### src/sgcb_pkg.sv
// Package: shared constants, state and step codes, control structs for the gradient blender.
package sgcb_pkg;

    localparam int PHASE_BITS = 12;
    localparam int RATIO_BITS = 16;

    localparam int QBITS     = PHASE_BITS - 2;
    localparam int USHIFT    = 30 - 2 * QBITS;
    localparam int DIV_ITERS = 32 + PHASE_BITS;
    localparam int CNT_W     = $clog2(DIV_ITERS);
    localparam int RATIO_W   = RATIO_BITS + 1;

    localparam logic [31:0] CYCLE_RESET = 32'd1000;
    localparam logic [30:0] ONE_Q30     = 31'd1073741824;
    localparam logic [30:0] SIN_C1      = 31'd1686629713;
    localparam logic [30:0] SIN_C3      = 31'd693598668;
    localparam logic [30:0] SIN_C5      = 31'd85569306;
    localparam logic [30:0] SIN_C7      = 31'd5026995;
    localparam logic [30:0] SIN_C9      = 31'd172272;

    localparam logic [2:0] CFG_START_COLOR = 3'd0;
    localparam logic [2:0] CFG_END_COLOR   = 3'd1;
    localparam logic [2:0] CFG_START_LEVEL = 3'd2;
    localparam logic [2:0] CFG_END_LEVEL   = 3'd3;
    localparam logic [2:0] CFG_CYCLE_MS    = 3'd4;

    typedef enum logic [2:0] {
        ST_IDLE,
        ST_DIV,
        ST_MUL,
        ST_USE,
        ST_OUT
    } t_state;

    typedef enum logic [3:0] {
        SP_USQ,
        SP_C9,
        SP_C7,
        SP_C5,
        SP_C3,
        SP_T,
        SP_RED,
        SP_GRN,
        SP_BLU,
        SP_LVL
    } t_step;

    typedef struct packed {
        logic  accept;
        logic  div_step;
        logic  mul_issue;
        logic  mul_use;
        t_step step;
        logic  out_load;
    } t_cmd;

    typedef struct packed {
        logic out_free;
    } t_status;

    function automatic t_step next_step(input t_step s);
        t_step r;
        case (s)
            SP_USQ:  r = SP_C9;
            SP_C9:   r = SP_C7;
            SP_C7:   r = SP_C5;
            SP_C5:   r = SP_C3;
            SP_C3:   r = SP_T;
            SP_T:    r = SP_RED;
            SP_RED:  r = SP_GRN;
            SP_GRN:  r = SP_BLU;
            SP_BLU:  r = SP_LVL;
            default: r = SP_USQ;
        endcase
        return r;
    endfunction

endpackage

### src/sgcb_ctrl.sv
// Controller: sequences accept, division, multiply steps and output load.
module sgcb_ctrl (
    input  logic             i_clk,
    input  logic             i_rst_n,
    input  logic             i_in_valid,
    output logic             o_in_ready,
    input  sgcb_pkg::t_status i_status,
    output sgcb_pkg::t_cmd   o_cmd
);

    sgcb_pkg::t_state r_state, n_state;
    sgcb_pkg::t_step  r_step, n_step;
    logic [sgcb_pkg::CNT_W-1:0] r_cnt, n_cnt;

    always_ff @(posedge i_clk) begin
        if (!i_rst_n) begin
            r_state <= sgcb_pkg::ST_IDLE;
            r_step  <= sgcb_pkg::SP_USQ;
            r_cnt   <= '0;
        end else begin
            r_state <= n_state;
            r_step  <= n_step;
            r_cnt   <= n_cnt;
        end
    end

    always_comb begin
        n_state          = r_state;
        n_step           = r_step;
        n_cnt            = r_cnt;
        o_in_ready       = 1'b0;
        o_cmd.accept     = 1'b0;
        o_cmd.div_step   = 1'b0;
        o_cmd.mul_issue  = 1'b0;
        o_cmd.mul_use    = 1'b0;
        o_cmd.step       = r_step;
        o_cmd.out_load   = 1'b0;
        case (r_state)
            sgcb_pkg::ST_IDLE: begin
                o_in_ready = 1'b1;
                if (i_in_valid) begin
                    o_cmd.accept = 1'b1;
                    n_cnt        = '0;
                    n_state      = sgcb_pkg::ST_DIV;
                end
            end
            sgcb_pkg::ST_DIV: begin
                o_cmd.div_step = 1'b1;
                n_cnt          = r_cnt + 1'b1;
                if (r_cnt == sgcb_pkg::CNT_W'(sgcb_pkg::DIV_ITERS - 1)) begin
                    n_step  = sgcb_pkg::SP_USQ;
                    n_state = sgcb_pkg::ST_MUL;
                end
            end
            sgcb_pkg::ST_MUL: begin
                o_cmd.mul_issue = 1'b1;
                n_state         = sgcb_pkg::ST_USE;
            end
            sgcb_pkg::ST_USE: begin
                o_cmd.mul_use = 1'b1;
                if (r_step == sgcb_pkg::SP_LVL) begin
                    n_state = sgcb_pkg::ST_OUT;
                end else begin
                    n_step  = sgcb_pkg::next_step(r_step);
                    n_state = sgcb_pkg::ST_MUL;
                end
            end
            sgcb_pkg::ST_OUT: begin
                if (i_status.out_free) begin
                    o_cmd.out_load = 1'b1;
                    n_state        = sgcb_pkg::ST_IDLE;
                end
            end
            default: begin
                n_state = sgcb_pkg::ST_IDLE;
            end
        endcase
    end

endmodule

### src/sgcb_datapath.sv
// Datapath: config registers, elapsed counter, restoring divider, shared multiplier, output register.
module sgcb_datapath (
    input  logic              i_clk,
    input  logic              i_rst_n,
    input  logic              i_cfg_we,
    input  logic [2:0]        i_cfg_idx,
    input  logic [31:0]       i_cfg_data,
    input  logic [7:0]        i_advance_ms,
    input  sgcb_pkg::t_cmd    i_cmd,
    output sgcb_pkg::t_status o_status,
    output logic              o_out_valid,
    input  logic              i_out_ready,
    output logic [31:0]       o_out_data
);

    localparam int PB = sgcb_pkg::PHASE_BITS;
    localparam int Q  = sgcb_pkg::QBITS;
    localparam int RB = sgcb_pkg::RATIO_BITS;
    localparam int RW = sgcb_pkg::RATIO_W;

    logic [23:0] r_start_color, r_end_color;
    logic [7:0]  r_start_level, r_end_level;
    logic [31:0] r_cycle_ms;
    logic [31:0] r_elapsed;

    logic [31+PB:0] r_dvd;
    logic [31:0]    r_rem;
    logic [PB-1:0]  r_p;

    logic [63:0]    r_prod;
    logic [30:0]    r_u, r_acc;
    logic [RW-1:0]  r_ratio;
    logic [7:0]     r_red, r_grn, r_blu, r_lvl;

    logic [31:0]    r_m_data;
    logic           r_m_valid;

    logic [31:0]    n_elapsed;
    logic [31:0]    cyc;
    logic [32:0]    trial;
    logic           q_bit;

    logic [1:0]     quad;
    logic [Q:0]     frac;
    logic [30:0]    t_q30;

    logic [31:0]    mul_a, mul_b;
    logic [7:0]     ch_a, ch_b, ch_mag;
    logic           ch_up;
    logic [33:0]    prod_hi;
    logic [30:0]    sine;
    logic [31:0]    twice;
    logic [63:0]    usq_shift;
    logic [63:0]    dn_sum;
    logic [7:0]     ch_res;

    assign n_elapsed = r_elapsed + {24'd0, i_advance_ms};
    assign cyc       = (r_cycle_ms == 32'd0) ? 32'd1 : r_cycle_ms;
    assign trial     = {r_rem, r_dvd[31+PB]};
    assign q_bit     = (trial >= {1'b0, cyc});

    assign quad  = r_p[PB-1:PB-2];
    assign frac  = quad[0] ? ((Q+1)'(1) << Q) - {1'b0, r_p[Q-1:0]} : {1'b0, r_p[Q-1:0]};
    assign t_q30 = 31'(frac) << (30 - Q);

    always_comb begin
        case (i_cmd.step)
            sgcb_pkg::SP_RED: begin
                ch_a = r_start_color[23:16];
                ch_b = r_end_color[23:16];
            end
            sgcb_pkg::SP_GRN: begin
                ch_a = r_start_color[15:8];
                ch_b = r_end_color[15:8];
            end
            sgcb_pkg::SP_BLU: begin
                ch_a = r_start_color[7:0];
                ch_b = r_end_color[7:0];
            end
            default: begin
                ch_a = r_start_level;
                ch_b = r_end_level;
            end
        endcase
    end

    assign ch_up  = (ch_b >= ch_a);
    assign ch_mag = ch_up ? (ch_b - ch_a) : (ch_a - ch_b);

    always_comb begin
        case (i_cmd.step)
            sgcb_pkg::SP_USQ: begin
                mul_a = 32'(frac);
                mul_b = 32'(frac);
            end
            sgcb_pkg::SP_C9: begin
                mul_a = {1'b0, r_u};
                mul_b = {1'b0, sgcb_pkg::SIN_C9};
            end
            sgcb_pkg::SP_C7, sgcb_pkg::SP_C5, sgcb_pkg::SP_C3: begin
                mul_a = {1'b0, r_u};
                mul_b = {1'b0, r_acc};
            end
            sgcb_pkg::SP_T: begin
                mul_a = {1'b0, t_q30};
                mul_b = {1'b0, r_acc};
            end
            default: begin
                mul_a = {24'd0, ch_mag};
                mul_b = 32'(r_ratio);
            end
        endcase
    end

    assign prod_hi   = r_prod[63:30];
    assign sine      = (prod_hi > {3'd0, sgcb_pkg::ONE_Q30}) ? sgcb_pkg::ONE_Q30 : prod_hi[30:0];
    assign twice     = quad[1] ? ({1'b0, sgcb_pkg::ONE_Q30} - {1'b0, sine})
                               : ({1'b0, sgcb_pkg::ONE_Q30} + {1'b0, sine});
    assign usq_shift = r_prod << sgcb_pkg::USHIFT;
    assign dn_sum    = r_prod + 64'((64'd1 << RB) - 64'd1);
    assign ch_res    = ch_up ? (ch_a + r_prod[RB+7:RB]) : (ch_a - dn_sum[RB+7:RB]);

    always_ff @(posedge i_clk) begin
        if (!i_rst_n) begin
            r_start_color <= '0;
            r_end_color   <= '0;
            r_start_level <= '0;
            r_end_level   <= '0;
            r_cycle_ms    <= sgcb_pkg::CYCLE_RESET;
            r_elapsed     <= '0;
            r_m_valid     <= 1'b0;
        end else begin
            if (i_cmd.accept) begin
                r_elapsed <= n_elapsed;
            end else if (i_cfg_we) begin
                case (i_cfg_idx)
                    sgcb_pkg::CFG_START_COLOR: begin
                        r_start_color <= i_cfg_data[23:0];
                        r_elapsed     <= '0;
                    end
                    sgcb_pkg::CFG_END_COLOR: begin
                        r_end_color <= i_cfg_data[23:0];
                        r_elapsed   <= '0;
                    end
                    sgcb_pkg::CFG_START_LEVEL: begin
                        r_start_level <= i_cfg_data[7:0];
                        r_elapsed     <= '0;
                    end
                    sgcb_pkg::CFG_END_LEVEL: begin
                        r_end_level <= i_cfg_data[7:0];
                        r_elapsed   <= '0;
                    end
                    sgcb_pkg::CFG_CYCLE_MS: begin
                        r_cycle_ms <= i_cfg_data;
                        r_elapsed  <= '0;
                    end
                    default: begin
                    end
                endcase
            end
            if (i_cmd.out_load) begin
                r_m_valid <= 1'b1;
            end else if (i_out_ready) begin
                r_m_valid <= 1'b0;
            end
        end
    end

    always_ff @(posedge i_clk) begin
        if (i_cmd.accept) begin
            r_dvd <= {n_elapsed, PB'(0)};
            r_rem <= '0;
        end else if (i_cmd.div_step) begin
            r_dvd <= {r_dvd[30+PB:0], 1'b0};
            r_rem <= q_bit ? 32'(trial - {1'b0, cyc}) : trial[31:0];
            r_p   <= {r_p[PB-2:0], q_bit};
        end
        if (i_cmd.mul_issue) begin
            r_prod <= mul_a * mul_b;
        end
        if (i_cmd.mul_use) begin
            case (i_cmd.step)
                sgcb_pkg::SP_USQ: r_u     <= usq_shift[30:0];
                sgcb_pkg::SP_C9:  r_acc   <= 31'({3'd0, sgcb_pkg::SIN_C7} - prod_hi);
                sgcb_pkg::SP_C7:  r_acc   <= 31'({3'd0, sgcb_pkg::SIN_C5} - prod_hi);
                sgcb_pkg::SP_C5:  r_acc   <= 31'({3'd0, sgcb_pkg::SIN_C3} - prod_hi);
                sgcb_pkg::SP_C3:  r_acc   <= 31'({3'd0, sgcb_pkg::SIN_C1} - prod_hi);
                sgcb_pkg::SP_T:   r_ratio <= twice[31:31-RB];
                sgcb_pkg::SP_RED: r_red   <= ch_res;
                sgcb_pkg::SP_GRN: r_grn   <= ch_res;
                sgcb_pkg::SP_BLU: r_blu   <= ch_res;
                default:          r_lvl   <= ch_res;
            endcase
        end
        if (i_cmd.out_load) begin
            r_m_data <= {r_lvl, r_blu, r_grn, r_red};
        end
    end

    assign o_status.out_free = !r_m_valid || i_out_ready;
    assign o_out_valid       = r_m_valid;
    assign o_out_data        = r_m_data;

endmodule

### src/sine_gradient_color_blend.sv
// Top level: sine-shaped color and brightness gradient generator.
//
//  channel  dir  handshake            payload
//  s_       in   s_tvalid / s_tready  s_tdata[7:0]  advance_ms
//  m_       out  m_tvalid / m_tready  m_tdata[31:0] red, green, blue, level
//  cfg      in   i_cfg_we             i_cfg_idx, i_cfg_data
//
// One transaction runs through an accept, 32 + PHASE_BITS restoring divider
// steps, ten steps on the shared 32x32 multiplier (each an issue state, then
// a use state) and one output load. A finished result waits in the output
// register while the next transaction is taken; the load stalls only while a
// previous result is still held. Reset is synchronous and clears the control
// state, the config registers (cycle_ms to 1000), the elapsed time and the
// output valid flag. A config write to index 0 to 4 clears the elapsed time.
module sine_gradient_color_blend (
    input  logic        i_clk,
    input  logic        i_rst_n,
    input  logic        s_tvalid,
    output logic        s_tready,
    input  logic [7:0]  s_tdata,   // [7:0] advance_ms
    output logic        m_tvalid,
    input  logic        m_tready,
    output logic [31:0] m_tdata,   // [7:0] red, [15:8] green, [23:16] blue, [31:24] level
    input  logic        i_cfg_we,
    input  logic [2:0]  i_cfg_idx,
    input  logic [31:0] i_cfg_data
);

    sgcb_pkg::t_cmd    cmd;
    sgcb_pkg::t_status status;

    sgcb_ctrl u_ctrl (
        .i_clk      (i_clk),
        .i_rst_n    (i_rst_n),
        .i_in_valid (s_tvalid),
        .o_in_ready (s_tready),
        .i_status   (status),
        .o_cmd      (cmd)
    );

    sgcb_datapath u_datapath (
        .i_clk        (i_clk),
        .i_rst_n      (i_rst_n),
        .i_cfg_we     (i_cfg_we),
        .i_cfg_idx    (i_cfg_idx),
        .i_cfg_data   (i_cfg_data),
        .i_advance_ms (s_tdata),
        .i_cmd        (cmd),
        .o_status     (status),
        .o_out_valid  (m_tvalid),
        .i_out_ready  (m_tready),
        .o_out_data   (m_tdata)
    );

    a_accept_busy: assert property (@(posedge i_clk) disable iff (!i_rst_n)
        s_tvalid && s_tready |=> !s_tready)
        else $error("ready stayed high after a transaction was taken");

    a_load_free: assert property (@(posedge i_clk) disable iff (!i_rst_n)
        cmd.out_load |-> status.out_free)
        else $error("output loaded over an untaken result");

    a_div_busy: assert property (@(posedge i_clk) disable iff (!i_rst_n)
        cmd.div_step |-> !s_tready && !cmd.mul_issue && !cmd.out_load)
        else $error("divider step overlaps another command");

    a_load_valid: assert property (@(posedge i_clk) disable iff (!i_rst_n)
        cmd.out_load |=> m_tvalid)
        else $error("result not presented after load");

endmodule
### config.mk
export PLATFORM = sky130hd
export DESIGN_NAME = sine_gradient_color_blend
export DESIGN_NICKNAME = d
export VERILOG_FILES = /design/src/sgcb_pkg.sv /design/src/sgcb_ctrl.sv /design/src/sgcb_datapath.sv /design/src/sine_gradient_color_blend.sv
export SDC_FILE = /design/constraint.sdc
export NUM_CORES = 2
export LEC_CHECK = 0
export ABC_AREA = 1
export BUFFER_PORTS_ARGS = -buffer_cell sky130_fd_sc_hd__buf_4
export CORE_MARGIN = 8
export CORE_UTILIZATION = 55
export DETAILED_ROUTE_END_ITERATION = 10
export MAX_ROUTING_LAYER = met4
export PLACE_DENSITY = 0.84
export SKIP_CTS_REPAIR_TIMING = 1
export SLEW_MARGIN = 20
export SYNTH_ARGS = -nofsm -noshare
export SYNTH_HDL_FRONTEND = slang
export SYNTH_SLANG_ARGS = --single-unit
### constraint.sdc
create_clock -name i_clk -period 9.41 [get_ports i_clk]
set_clock_uncertainty 0.2 [all_clocks]
set_input_delay 0 -clock i_clk [delete_from_list [all_inputs] [get_ports i_clk]]
set_output_delay 0 -clock i_clk [all_outputs]
set_load 0.01 [all_outputs]
### After elaboration in Yosys (flattened, before gate mapping)

Memories as Yosys holds them, arrays and structs flattened. A register that Yosys moved wholly into a read port is not among the register bits.
Cells that the tools add are included.
W data, S select, Z words.

* multiply operators: 1
* $lt $le $gt $ge: 3
* equality and inequality tests: 22
* $add $sub $neg: 15
* bitwise operators: 2
* reductions and logical operators: 34
* muxes and demuxes: 39

Operators by type and width (number)
* $mux W32: 6
* $pmux W31 S3: 2
* $pmux W31 S4: 1
* $mux W44: 2
* $mul A31 B31 Y62: 1
* $pmux W8 S3: 2
* $ge A33 B32 Y1: 1
* $add A31 B31 Y32 const A: 1
* $add A32 B8 Y32: 1
* $gt A32 B31 Y1 const B: 1
* $logic_not A32 Y1: 1
* $sub A31 B31 Y32 const A: 1
* $sub A32 B32 Y32: 1
* $mux W31: 1
* $sub A23 B31 Y31 const A: 1
* $sub A27 B31 Y31 const A: 1
* $sub A30 B31 Y31 const A: 1
* $sub A31 B31 Y31 const A: 1
* $add A24 B16 Y24 const B: 1
* $sub A8 B8 Y8: 3
* $reduce_and A3 Y1: 7
* $reduce_and A2 Y1: 10
* $eq A4 B3 Y1 const B: 4
* $mux W4: 4
* other kinds (31): 61

* memories kept: 1
* ROM bits: 64
* input bits: 48
* output and inout port bits: 34
* flip-flop bits (word level): 413
* logic and storage cells: 139

Memory list
* (no name shown): words 16, bits a word 4, rd ports 1, clocked after Yosys merged registers in 1, write ports 0, RTL line sgcb_pkg.sv:63 `case (s)`

### Logic depth before layout (Yosys ltp)

* word-level depth: 6
* gate-level depth with buffers: 51
* depth with buffers taken out: 48

### Hierarchy

Synthesis repeated with hierarchy kept, for this count alone.

* cells, all modules: 6512
* area, all modules: 53515.1 µm²

Modules (own cells, without submodules)
* sgcb_datapath: seq. area each 10279.9 µm², cells each 6378, area each 52540.4 µm², times used 1
* sgcb_ctrl: seq. area each 340.3 µm², cells each 134, area each 974.7 µm², times used 1

### Worst setup path before layout

No wires, ideal clock.

* path type: register -> register
* from: register u_ctrl.r_step[1]
* to: register u_datapath.r_prod[61], data pin
* buffers on the path: 3
* required time: 8.948 ns
* clock period less this slack: 9.120 ns
* stages on the path, launching flop included: 43
* library setup time: 0.262 ns
* data arrival time: 8.658 ns
* path slack: 0.290 ns
* cells stage by stage: dfxtp_1 -> nor2_1 -> nand2_2 -> clkbuf_1 -> o22ai_1 -> a21oi_1 -> inv_1 -> or2_2 -> inv_1 -> ha_1 -> clkbuf_1 -> nand2_1 -> nor3_1 -> nand4_2 -> nand3_4 -> buf_2 -> nand2_1 -> o211ai_1 -> (+7 left out) -> inv_1 -> fa_1 -> inv_1 -> fa_1 -> ha_1 -> fa_1 -> fa_1 -> ha_1 -> nand2_1 -> nor2_1 -> nand4_1 -> o21ai_0 -> a21boi_0 -> o21ai_0 -> a21oi_1 -> o21ai_0 -> a21oi_1 -> xor2_1

* cells in the longest elaborated chain, start to end: 6
* elaborated cells between the ends (all ways): 20
* those cells by class: add/sub (2); mul (1); order compare (1); eq/ne (8); mux (5); reduce/logical (3)

RTL lines
* start, declared: RTL line sgcb_ctrl.sv:12 `sgcb_pkg::t_step r_step, n_step;`
* start signal, assigned: RTL line sgcb_ctrl.sv:18 `r_step <= sgcb_pkg::SP_USQ;`
* start signal, assigned: RTL line sgcb_ctrl.sv:22 `r_step <= n_step;`
* $eq A4 B4 Y1 / $eq A4 B3 Y1 (equally long branches): RTL line sgcb_datapath.sv:67 `case (i_cmd.step)`
* $pmux W8 S3: RTL line sgcb_datapath.sv:67
* $sub A8 B8 Y8 / $ge A8 B8 Y1 (equally long branches): RTL line sgcb_datapath.sv:88, sgcb_datapath.sv:87
* $mux W8: RTL line sgcb_datapath.sv:88 `assign ch_mag = ch_up ? (ch_b - ch_a) : (ch_a - ch_b);`
* $pmux W31 S3: RTL line sgcb_datapath.sv:91 `case (i_cmd.step)`
* $mul A31 B31 Y62 *: RTL line sgcb_datapath.sv:179 `r_prod <= mul_a * mul_b;`
* end signal, assigned: RTL line sgcb_datapath.sv:179
* end, declared: RTL line sgcb_datapath.sv:30 `logic [63:0] r_prod;`

Every way passes the cells marked *; elsewhere a longest branch is shown, timed or not.
A chain may end at the register's enable or synchronous reset.

### Worst setup path in the final report

* from: register u_ctrl.r_step[3]
* to: register u_datapath.r_prod[56], data pin

The elaborated chain is that of the path after synthesis.

==> flow_metrics.py <==
metrics = {
    "status": {
        "status": "finished with violations",
        "violations": "setup timing",
    },
    "timing": {
        "worst_pin_slew_ns": 1.13,
        "setup_ws_ns": -0.0625,
        "rsz0062_at_grt": "true",
        "whs_ns": 0.0139,
        "final_max_slew_viol_count": 0,
        "setup_viol": 3,
        "fin_crit_ns": 9.47,
        "slew_headroom_pct": 24.8,
        "timing_hold_violations_final": 0,
        "period_share_pct": 101,
        "fmax_mhz": 106,
    },
    "critical_path": {
        "critPathBufInv": 9,
        "crit_path_max_incr_delay_ns": 0.57,
        "cp_common_cell": "fa_2",
        "path_delay_family": "adder cells",
        "path_max_fanout": 8,
        "cp_slowest_cell": "fa_2",
        "crit_type": "flop to flop",
        "cp-start-kind": "flop",
        "arrival_ns": 9.60,
        "end_kind": "flop",
        "cp_data_required_time_ns": 9.54,
    },
    "placed_design": {
        "port_buffers": 81,
        "hpwl_um": 123000,
        "gp_congestion": 1.05,
    },
    "route": {
        "drtPass1Iterations": 7,
        "postRouteAntennaNets": 0,
        "detail_route.wl_per_cell_um": 19.0,
        "via_per_inst": 5.58,
        "drt_iter0_drc": 4354,
        "finalWirelength_um": 154000,
        "post-route-drc-count": 0,
        "vias": 45000,
    },
    "logic_synthesis": {
        "synth_edf_count": 233,
        "ys_seq_area_share_pct": 20.4,
        "syn_area_mm2": 0.0519,
        "yosysWarnings": 0,
        "syn_avg_cell_area_um2": 8.37,
        "synthCells": 6197,
        "synth-main-ff-cell": "edfxtp_1",
        "synth-seq-cells": 411,
        "ys_types": 62,
        "async_flop_share_pct": 0,
    },
    "cts": {
        "root_buffer": "clkbuf_16",
        "ctsHtreeMaxLevel": 2,
        "cts.sinks": 411,
        "cts_tree": "built",
        "clk_pin_slew_worst_paths_ns": 0.07,
        "numCtsBuffers": 43,
        "clk_latency_ns": 0.60,
        "clockBufferDepth": 3,
    },
    "run": {
        "drv_cap": 0,
    },
    "die": {
        "die_h_um": 323,
        "rows": 112,
        "dieArea_mm2": 0.104,
        "ios": 82,
        "core_region_area_mm2": 0.0933,
        "initial_core_util_pct": 55.6,
        "dieWidth_um": 323,
    },
    "min_path": {
        "holdCritPathClass": "primary input to flop",
    },
    "finish": {
        "fin_nets": 8012,
        "final_core_util_pct": 64.9,
        "layout-area-overhead-vs-synth_pct": 16.7,
        "layout-drive-gt1-share_pct": 12.2,
    },
    "grt": {
        "grt_max_degree": 81,
        "antenna_found_initial": 4,
        "grt_first_pass_wirelength_um": 237000,
        "grt_pass1_vias": 45600,
        "grt-ovfl-total": 0,
        "grtUsageTotal_pct": 29.3,
    },
}
synthesized netlist by cell type (5+ instances only):
library cell | count | share of area, %
inv_2 | 14 | 0.10
a21oi_1 | 394 | 3.8
inv_1 | 1264 | 9.1
buf_2 | 34 | 0.33
o21bai_1 | 9 | 0.13
nand2_1 | 1263 | 9.1
a31oi_1 | 34 | 0.41
o221ai_1 | 10 | 0.17
o31ai_1 | 5 | 0.072
a21boi_0 | 9 | 0.13
nand3_2 | 7 | 0.14
a211oi_1 | 11 | 0.16
or2_2 | 27 | 0.33
o22ai_1 | 14 | 0.17
nor2_1 | 529 | 3.8
o21a_1 | 11 | 0.16
xnor2_1 | 51 | 0.86
nor3_1 | 51 | 0.49
fa_1 | 843 | 33
a21o_1 | 14 | 0.20
nand3_1 | 155 | 1.5
o21ai_1 | 15 | 0.14
a221oi_1 | 6 | 0.10
nor4_1 | 24 | 0.29
buf_1 | 9 | 0.065
clkinv_1 | 13 | 0.094
o21ai_0 | 283 | 2.7
nand4_1 | 32 | 0.39
nand2_2 | 9 | 0.11
edfxtp_1 | 233 | 13
dfxtp_1 | 178 | 6.9
ha_1 | 341 | 8.2
clkbuf_1 | 144 | 1.0
xor2_1 | 89 | 1.5
o211ai_1 | 22 | 0.32
registers in the layout, summed over array words and instances, names as in the netlist, 12 cells and up, named ones only:
| signal | count |
|---|---|
| u_datapath.r_cycle_ms | 32 |
| u_datapath.r_dvd | 32 |
| u_datapath.r_start_color | 24 |
| u_datapath.r_end_color | 24 |
| u_datapath.r_p | 12 |
| u_datapath.r_prod | 56 |
| u_datapath.r_u | 21 |
| u_datapath.r_elapsed | 32 |
| u_datapath.r_acc | 31 |
| u_datapath.r_rem | 32 |
| u_datapath.o_out_data | 32 |
| u_datapath.r_ratio | 17 |
stage by stage:
stage | TNS (ns) | worst slack (ns) | instance area, um^2 | std cells
floorplan | 0 | 0.290 | 52400 | 6348
global placement | -3.50 | -0.342 | 56900 | 7870
detailed placement | -5.89 | -0.446 | 56900 | 7870
CTS | -8.59 | -0.531 | 58300 | 7949
global route | -7.17 | -0.453 | 60500 | 8072
finish | -0.0798 | -0.0625 | 60500 | 8074
cell type report:
type,instances,area (um^2)
fillers,7380,32800
repair buffers,578,4830
clock inverters,26,260
inverters,1292,4880
multi-input cells,4454,37200
flip-flops and latches,411,10600
diodes,6,15.0
well taps,1254,1570
clock buffers,53,1170
worst reg2reg max path, delay by kind of cell (launching register included):
kind	cells	cell delay [ns]
flip-flops	1	0.41
buffers and inverters	9	1.03
adder cells (fa/ha/maj)	10	4.57
AO/OA/AOI/OAI	8	1.24
AND/OR/NAND/NOR	12	1.65
XOR/XNOR	1	0.14
kinds of logic after synthesis:
| family | count (synthesis) | share of synthesized area [%] |
|---|---|---|
| flops | 411 | 20.4 |
| xor+xnor | 140 | 2.36 |
| buf+inv | 1483 | 10.9 |
| compound gates | 861 | 9.10 |
| simple gates | 2116 | 16.5 |
| fa+ha+maj | 1184 | 40.8 |
| other cells | 2 | 0.0145 |
final timing paths:
path	to	cells past startpoint	start	slack [ns]
max	u_datapath.r_prod[56]	40	u_ctrl.r_step[3]	-0.06
min	u_datapath.r_start_level[3]	3	i_cfg_idx[1]	0.01
max reg2reg	u_datapath.r_prod[56]	40	u_ctrl.r_step[3]	-0.06
min reg2reg	u_datapath.o_out_data[12]	0	u_datapath.r_grn[4]	0.22
layer usage:
metal | track usage, % | wire length, um | vias up
met5 | - | 0 | -
met4 | 12.6 | 8630 | 0
met3 | 4.62 | 14300 | 522
met2 | 47.9 | 73100 | 2283
met1 | 36.3 | 57500 | 22000
li1 | - | - | 20200
placed cells by master (no fill, tap or decap), drive strengths merged, types with 14 or more instances in the layout:
cell type / netlist / layout
inv: 1279 / 1284
nand2: 1273 / 1273
fa: 843 / 843
nor2: 534 / 534
buf: 47 / 496
a21oi: 396 / 396
ha: 341 / 341
o21ai: 299 / 299
edfxtp: 233 / 233
dfxtp: 178 / 178
nand3: 163 / 163
conb: 2 / 153
xor2: 89 / 89
dlygate4sd3: 0 / 81
clkbuf: 144 / 54
xnor2: 51 / 51
nor3: 51 / 51
a31oi: 34 / 34
nand4: 33 / 33
or2: 29 / 29
clkinv: 13 / 26
nor4: 24 / 24
o211ai: 22 / 22
a21o: 14 / 14
o22ai: 14 / 14
Power is not shown: default switching activity piles up to over one toggle a cycle in this logic, so the estimate is an artifact.
